<file path="config.mk">
export PLATFORM = sky130hd
export DESIGN_NAME = keyword_line_value_extractor
export DESIGN_NICKNAME = d
export VERILOG_FILES = /design/src/hw/rtl/kle_pkg.sv /design/src/hw/rtl/keyword_line_value_extractor.sv
export SDC_FILE = /design/constraint.sdc
export NUM_CORES = 1
export LEC_CHECK = 0
export BUFFER_PORTS_ARGS = -buffer_cell sky130_fd_sc_hd__buf_2
export CORE_MARGIN = 2
export CORE_UTILIZATION = 40
export DETAILED_ROUTE_END_ITERATION = 10
export GPL_ROUTABILITY_DRIVEN = 0
export GPL_TIMING_DRIVEN = 0
export MAX_ROUTING_LAYER = met4
export SETUP_SLACK_MARGIN = 0.2
export SLEW_MARGIN = 20
export SYNTH_ARGS = -nofsm -noshare
export SYNTH_HDL_FRONTEND = slang
export SYNTH_SLANG_ARGS = --single-unit
export TNS_END_PERCENT = 1
</file>
<file path="constraint.sdc">
create_clock -name clock -period 3.5 [get_ports clock]
set_input_delay 0.35 -clock clock [delete_from_list [all_inputs] [get_ports clock]]
set_output_delay 0.35 -clock clock [all_outputs]
set_load 0.005 [all_outputs]
</file>
<file path="src/hw/rtl/kle_pkg.sv">
// ----------------------------------------------------------------------------
// kle_pkg: shared constants for the keyword line value extractor
// Holds the keyword bytes, the control characters and the register defaults.
// ----------------------------------------------------------------------------
package kle_pkg;

   localparam int unsigned KEY_LEN = 9;
   localparam int unsigned POS_W   = 4;
   localparam int unsigned BYTE_W  = 8;
   localparam int unsigned CNT_W   = 8;

   // "Revision:"
   localparam logic [BYTE_W-1:0] KEYWORD [KEY_LEN] = '{
      8'h52, 8'h65, 8'h76, 8'h69, 8'h73, 8'h69, 8'h6F, 8'h6E, 8'h3A
   };

   localparam logic [POS_W-1:0]  KEY_LAST_POS = POS_W'(KEY_LEN - 1);

   localparam logic [BYTE_W-1:0] CH_NUL   = 8'h00;
   localparam logic [BYTE_W-1:0] CH_SPACE = 8'h20;
   localparam logic [BYTE_W-1:0] CH_CR    = 8'h0D;
   localparam logic [BYTE_W-1:0] CH_LF    = 8'h0A;

   localparam logic [CNT_W-1:0]  CAPTURE_LIMIT_RESET = 8'd31;

   // tuser bit positions on the response side
   localparam int unsigned USER_CHAR_VALID = 0;
   localparam int unsigned USER_FOUND      = 1;
   localparam int unsigned USER_W          = 2;

endpackage : kle_pkg

</file>
<file path="src/hw/rtl/keyword_line_value_extractor.sv">
// ----------------------------------------------------------------------------
// keyword_line_value_extractor: pull the value of a "Revision:" line from text
// Matches the keyword at each line start, skips leading spaces and streams the
// value bytes out one per response, with found and last marks.
// ----------------------------------------------------------------------------
// Response: registered; it appears in the cycle after the request that causes it.
// Throughput: one request per cycle; the only stall is a held response
//    register (req_tready follows rsp_tready while a response waits).
// Reset: synchronous, active high; returns to line start matching with the
//    capture limit at 31 and no response pending.
module keyword_line_value_extractor (
   input  logic                        clock,
   input  logic                        reset,
   // request channel
   input  logic                        req_tvalid,
   output logic                        req_tready,
   input  logic [kle_pkg::BYTE_W-1:0]  req_tdata,   // [7:0] in_byte
   // response channel
   output logic                        rsp_tvalid,
   input  logic                        rsp_tready,
   output logic [kle_pkg::BYTE_W-1:0]  rsp_tdata,   // [7:0] out_char
   output logic [kle_pkg::USER_W-1:0]  rsp_tuser,   // [0] char_valid, [1] found
   output logic                        rsp_tlast,   // last
   // configuration
   input  logic                        csr_wr_en,
   input  logic [kle_pkg::CNT_W-1:0]   csr_wr_data  // capture_limit
);
   import kle_pkg::*;

   typedef enum logic [2:0] {
      PH_MATCH     = 3'd0,
      PH_SKIPLINE  = 3'd1,
      PH_SKIPSPACE = 3'd2,
      PH_CAPTURE   = 3'd3,
      PH_DONE      = 3'd4
   } phase_type;

   phase_type         phase_ff, phase_in;
   logic [POS_W-1:0]  pos_ff, pos_in;
   logic [CNT_W-1:0]  cnt_ff, cnt_in;
   logic [CNT_W-1:0]  limit_ff;

   logic              rsp_vld_ff;
   logic [BYTE_W-1:0] rsp_char_ff;
   logic              rsp_cvld_ff, rsp_found_ff, rsp_last_ff;

   logic              accept;
   logic              emit;
   logic [BYTE_W-1:0] emit_char;
   logic              emit_cvld, emit_found, emit_last;
   logic [BYTE_W-1:0] in_byte;
   logic [CNT_W-1:0]  cnt_inc;
   logic              is_term;

   // Take a new request whenever the response register is empty or draining.
   assign req_tready = !rsp_vld_ff || rsp_tready;
   assign accept     = req_tvalid && req_tready;
   assign in_byte    = req_tdata;

   assign cnt_inc = cnt_ff + CNT_W'(1);
   assign is_term = (in_byte == CH_CR) || (in_byte == CH_LF);

   // Next state and response for the byte on the request channel.
   always_comb begin
      phase_in   = phase_ff;
      pos_in     = pos_ff;
      cnt_in     = cnt_ff;
      emit       = 1'b0;
      emit_char  = CH_NUL;
      emit_cvld  = 1'b0;
      emit_found = 1'b0;
      emit_last  = 1'b0;

      if (in_byte == CH_NUL) begin
         // End of message: report the outcome unless it was already reported.
         emit       = (phase_ff != PH_DONE);
         emit_found = (phase_ff == PH_SKIPSPACE) || (phase_ff == PH_CAPTURE);
         emit_last  = 1'b1;
         phase_in   = PH_MATCH;
         pos_in     = '0;
         cnt_in     = '0;
      end else begin
         unique case (phase_ff)
            PH_MATCH: begin
               if (pos_ff <= KEY_LAST_POS && in_byte == KEYWORD[pos_ff]) begin
                  if (pos_ff == KEY_LAST_POS) begin
                     pos_in = '0;
                     cnt_in = '0;
                     if (limit_ff == '0) begin
                        // Nothing may be captured: finish right on the colon.
                        emit       = 1'b1;
                        emit_found = 1'b1;
                        emit_last  = 1'b1;
                        phase_in   = PH_DONE;
                     end else begin
                        phase_in = PH_SKIPSPACE;
                     end
                  end else begin
                     pos_in = pos_ff + POS_W'(1);
                  end
               end else begin
                  pos_in   = '0;
                  phase_in = (in_byte == CH_LF) ? PH_MATCH : PH_SKIPLINE;
               end
            end
            PH_SKIPLINE: begin
               if (in_byte == CH_LF) begin
                  phase_in = PH_MATCH;
                  pos_in   = '0;
               end
            end
            PH_SKIPSPACE, PH_CAPTURE: begin
               if (!(phase_ff == PH_SKIPSPACE && in_byte == CH_SPACE)) begin
                  emit       = 1'b1;
                  emit_found = 1'b1;
                  if (is_term || cnt_ff >= limit_ff) begin
                     // Line ended or limit already used up: close without a char.
                     emit_last = 1'b1;
                     phase_in  = PH_DONE;
                  end else begin
                     cnt_in    = cnt_inc;
                     emit_char = in_byte;
                     emit_cvld = 1'b1;
                     emit_last = (cnt_inc >= limit_ff);
                     phase_in  = emit_last ? PH_DONE : PH_CAPTURE;
                  end
               end
            end
            default: begin
               // Done: drop bytes until the message ends.
            end
         endcase
      end
   end

   always_ff @(posedge clock) begin
      if (reset) begin
         phase_ff   <= PH_MATCH;
         pos_ff     <= '0;
         cnt_ff     <= '0;
         limit_ff   <= CAPTURE_LIMIT_RESET;
         rsp_vld_ff <= 1'b0;
      end else begin
         if (csr_wr_en) begin
            limit_ff <= csr_wr_data;
         end
         if (accept) begin
            phase_ff <= phase_in;
            pos_ff   <= pos_in;
            cnt_ff   <= cnt_in;
         end
         // Load a new response, or clear the register once it is taken.
         if (accept && emit) begin
            rsp_vld_ff <= 1'b1;
         end else if (rsp_tready) begin
            rsp_vld_ff <= 1'b0;
         end
      end
   end

   // Response payload: no reset needed, qualified by rsp_vld_ff.
   always_ff @(posedge clock) begin
      if (accept && emit) begin
         rsp_char_ff  <= emit_char;
         rsp_cvld_ff  <= emit_cvld;
         rsp_found_ff <= emit_found;
         rsp_last_ff  <= emit_last;
      end
   end

   assign rsp_tvalid                 = rsp_vld_ff;
   assign rsp_tdata                  = rsp_char_ff;
   assign rsp_tuser[USER_CHAR_VALID] = rsp_cvld_ff;
   assign rsp_tuser[USER_FOUND]      = rsp_found_ff;
   assign rsp_tlast                  = rsp_last_ff;

   // A captured character only ever comes after a keyword match.
   a_char_implies_found: assert property (@(posedge clock) disable iff (reset)
      rsp_vld_ff |-> (!rsp_cvld_ff || rsp_found_ff))
      else $error("char_valid response without found");

   // Once the final response is out, nothing more until the message ends.
   a_done_silent: assert property (@(posedge clock) disable iff (reset)
      (accept && phase_ff == PH_DONE) |-> !emit)
      else $error("response emitted after the final one");

   // The end-of-message byte always brings the scanner back to line start.
   a_nul_restarts: assert property (@(posedge clock) disable iff (reset)
      (accept && in_byte == CH_NUL) |=> (phase_ff == PH_MATCH && pos_ff == '0 && cnt_ff == '0))
      else $error("end of message did not restart matching");

   // The match position never runs past the keyword.
   a_pos_range: assert property (@(posedge clock) disable iff (reset)
      pos_ff <= KEY_LAST_POS)
      else $error("match position out of range");

endmodule : keyword_line_value_extractor

</file>
==> run summary <==
The flow ran to the end, and the final reports show no timing, DRC or antenna violations. The final hold violation count is 0, and the clock-pin slew on the worst setup and hold paths is 0.08 ns. Once routing completed, OpenROAD measured the worst setup slack at 0.5752 ns.

The share of synthesized flip-flops with an asynchronous set or reset is 0%, and the maximum number of pins on one net before global-route repair is 12. The reg-to-reg endpoint was rsp_tdata[4]$_SDFFCE_PP0P_. At the placement stage, the worst setup path has a slack of 0.2567 ns. The count of unique library cells instantiated by Yosys was 60; the die outline width was 82.30 um. In the final layout, flip-flops and latches occupy 810.8 um^2. For the static power due to leakage, the log shows 1.140 nW. The path type of the worst setup path was reg -> reg.

Among all flip-flop cells after synthesis, the most frequent one is sky130_fd_sc_hd__dfxtp_1. For this run, the number of Yosys warnings is 0. The worst setup path is launched from a flop. Flip-flop and latch count after synthesis: 35. The logs give 138 for the starting DRC count in detailed routing and 6773 um^2 for the area enclosed by the die boundary. During placement, the flow inserted port buffers numbering 33.

Once placement finished, the instance area stood at 2711 um^2. The pre-antenna-repair detailed-routing pass consisted of 4 iterations. The number of cells after detailed placement is 393. The logs give 285 for the synthesized instance count and 1922 for the via count of the first global-routing pass.

The tools report the category of the worst setup path capture point as a flop. After synthesis, the largest family of logic cells by area is simple AND/OR/NAND/NOR gates. The tree built by TritonCTS fans out to 35 sinks. The die is 82.30 um tall.

TritonCTS built the clock tree. The detail-routed net length per standard cell was 13.61 um; the total global-route track usage was 18.33%. Clock latency on the worst-skew pair, taken at its later pin, is 0.29 ns. Counting along the longest clock path gives a buffer depth of 2.

At the pin with the least slew margin, the transition time is 0.7993 ns. The tightest slew margin relative to the limit is 46.39%, and the adder-cell share of the synthesized area is 10.71%. The multi-input combinational cells in the finished layout cover a total of 1531 um^2.

At the end of the flow, the number of nets in the layout was 367. Detailed routing inserted a total of 2170 vias. In this run the post-CTS setup repair buffer count came out at 0. For the netlist area before placement, the log shows 2452 um^2.

The number of antenna diodes in the final layout is 0. The min-delay analysis places its worst path in the category in -> reg. Setup repair after global routing left no endpoint under its margin. The number of fillers in the final layout is 604, and the area of the core is 5921 um^2. The area fraction in compound gates after synthesis works out to 17.40%. The run gives 34 as the number of top-level pins. For the number of placement rows, the log shows 28. The average instance area after synthesis is 8.605 um^2, and the simple-gate share of the synthesized area is 27.30%.

The path with the worst hold slack has its endpoint at limit_ff[2]$_SDFFE_PP1P_. For this block, the routed nets add up to 5459 um of wire. Once detail routing completed, the nets flagged for antenna violations numbered 0. The tools report the sequential cell area fraction in the yosys report as 33.06%.

The leftover overflow at the end of global routing is 0, and the synthesized netlist net count is 327. In the final timing run, aggregate negative setup slack is 0 ns. The max-slew violation total from the final report was 0. The logs give 0.2260 mV for the maximum resistive drop on vdd and 0 for the number of antenna violations at the first check in global routing.

Power spread over the standard cell area amounts to 296.8 nW/um^2. The synthesis-to-layout area growth was 14.44%; the number of cells traversed by the worst hold path was 3. The max capacitance violation total is 0, and the detailed-route vias per instance is 5.411.

After routing the design area is 2806 um^2. The mux share of post-synthesis cell area is 3.673%, and the number of failing setup endpoints in the final timing report is 0. The H-tree generated during clock tree synthesis spans 2 levels.

Buffers inserted during clock tree synthesis total 5. The count of unresolved DRC violations after routing came out at 0. Total power for the finished layout comes to 0.0008330 W. The synthesized netlist devotes 3.214% of its cell area to XOR and XNOR gates. The final critical-path share of the clock period is 83.56%. The startpoint identified for the worst register-to-register timing path is pos_ff[0]$_SDFFE_PP0P_. The startpoint of the lowest-slack hold path is csr_wr_data[2]. The count of cells in the finished layout, fillers not included, comes to 401. The synthesized design contains 11 enable-type register cells. Clock tree synthesis selected as its root buffer the cell sky130_fd_sc_hd__clkbuf_8.

The HPWL after detailed placement is 4266 um. At the worst endpoint, the required time is 3.43 ns. Cells with a size suffix above 1 make up 17.48% of the layout. For the arrival time at the worst endpoint, the log shows 2.85 ns. After layout, the minimum clock period comes to 2.925 ns. The maximum fanout encountered on the critical timing path is 11, and the effective utilization at floorplan is 41.42%. The worst reg2reg path depth was 8. The tools report the final worst clock skew as 0.006540 ns. The run gives 341.9 MHz as the upper clock frequency limit. The first global-routing pass estimated 9308 um of wire. For flop-to-flop paths, the worst setup slack is 0.58 ns.
==> cell families (layout without fill, tap and decap cells) <==
family | Yosys count | count (layout)
flip-flops | 35 | 35
AO/OA/AOI/OAI | 63 | 63
XOR/XNOR | 9 | 9
adder cells (fa/ha/maj) | 21 | 21
buffers and inverters | 25 | 66
AND/OR/NAND/NOR | 123 | 123
multiplexers | 9 | 9
==> Yosys cell counts, drive strengths merged, types with 3 or more instances <==
cell type  instances  area share (%)
and3               4             1.0
nor2b              6             1.5
nand2             31             4.7
nor4               6             1.5
o21a               4             1.2
nor3               7             1.9
mux2i              9             3.7
a31oi              3            0.77
nor2              22             3.8
inv               13             2.0
nand3             12             2.4
o21ai              9             1.8
xnor2              6             2.1
buf                6             1.7
clkbuf             6            0.92
a211oi             3            0.92
edfxtp            11              13
a21oi             16             3.3
ha                21              11
o211ai             5             1.5
a21o               3            0.92
dfxtp             24              20
or4                3             1.1
and2              11             2.8
xor2               3             1.1
or3                3            0.97
nand2b             9             2.3
==> worst max-delay path, cell delays in order (launching register included) <==
cell and delay, ns:
sky130_fd_sc_hd__dfxtp_1 0.45, sky130_fd_sc_hd__inv_1 0.12, sky130_fd_sc_hd__ha_1 0.32, sky130_fd_sc_hd__mux2i_1 0.17
sky130_fd_sc_hd__nor2_1 0.07, sky130_fd_sc_hd__xor2_1 0.16, sky130_fd_sc_hd__nor4_1 0.44, sky130_fd_sc_hd__nand3_1 0.29
sky130_fd_sc_hd__a21oi_2 0.54
==> layout by cell type (no fill, tap or decap), types with 11 or more instances in the layout <==
cell type | netlist | layout
sky130_fd_sc_hd__buf_2 | 1 | 34
sky130_fd_sc_hd__ha_1 | 21 | 21
sky130_fd_sc_hd__dfxtp_1 | 24 | 24
sky130_fd_sc_hd__nor2_1 | 20 | 20
sky130_fd_sc_hd__nand2_1 | 31 | 31
sky130_fd_sc_hd__inv_1 | 13 | 13
sky130_fd_sc_hd__edfxtp_1 | 11 | 11
sky130_fd_sc_hd__a21oi_1 | 16 | 15
sky130_fd_sc_hd__nand3_1 | 12 | 12
sky130_fd_sc_hd__and2_1 | 11 | 11
==> where the power goes <==
group | internal [W] | leakage [nW] | switching [W]
registers | 0.000423 | 0.277 | 0.00000601
logic | 0.0000374 | 0.815 | 0.0000561
clock network | 0.000159 | 0.0482 | 0.000151
total | 0.000619 | 1.14 | 0.000214
==> worst max path at each step <==
stage | start | to | slack, ns | depth (start not counted)
after CTS | pos_ff[0]$_SDFFE_PP0P_ | rsp_tdata[7]$_SDFFCE_PP0P_ | 0.24 | 8
after global routing | pos_ff[0]$_SDFFE_PP0P_ | rsp_tdata[6]$_SDFFCE_PP0P_ | 0.32 | 8
after floorplan | pos_ff[0]$_SDFFE_PP0P_ | rsp_cvld_ff$_SDFFCE_PP0P_ | 0.88 | 8
after global placement | pos_ff[0]$_SDFFE_PP0P_ | rsp_tdata[4]$_SDFFCE_PP0P_ | 0.27 | 8
after detailed placement | pos_ff[0]$_SDFFE_PP0P_ | rsp_tdata[7]$_SDFFCE_PP0P_ | 0.26 | 8
final | pos_ff[0]$_SDFFE_PP0P_ | rsp_tdata[4]$_SDFFCE_PP0P_ | 0.58 | 8
==> final cells by class <==
class / count / share of cell area (%)
Tap cell: 75 / 3.344
Multi-Input combinational cell: 225 / 54.57
Sequential cell: 35 / 28.89
Timing Repair Buffer: 33 / 5.885
Buffer: 12 / 2.318
Clock buffer: 7 / 3.076
Clock inverter: 1 / 0.1783
Inverter: 13 / 1.739
==> per-layer routing <==
| layer | track usage [%] | routed length, um |
|---|---|---|
| met3 | 2.826 | 250 |
| met2 | 25.97 | 2364 |
| met5 | - | 0 |
| met1 | 26.55 | 2764 |
| met4 | 6.000 | 80 |
==> registers in the layout, indices dropped and copies added, names as in the netlist <==
name          flops
cnt_ff            8
limit_ff          8
phase_ff          3
pos_ff            4
rsp_cvld_ff       1
rsp_found_ff      1
rsp_tdata         8
rsp_tlast         1
rsp_tvalid        1
==> through the flow <==
| step | hold slack, ns | utilization, % |
|---|---|---|
| 2_1_floorplan | 0.4643 | - |
| 3_3_place_gp | 0.4893 | 45.79 |
| 3_5_place_dp | 0.4967 | 45.79 |
| 4_1_cts | 0.2782 | 47.34 |
| 5_1_grt | 0.2818 | 47.40 |
| 6_report | 0.2797 | 47.40 |
==> timing repair <==
action	CTS	global route
gates resized for setup	0	1
hold buffers	0	0
setup endpoints to repair	0	11
Power figures use the tool's default switching activity.
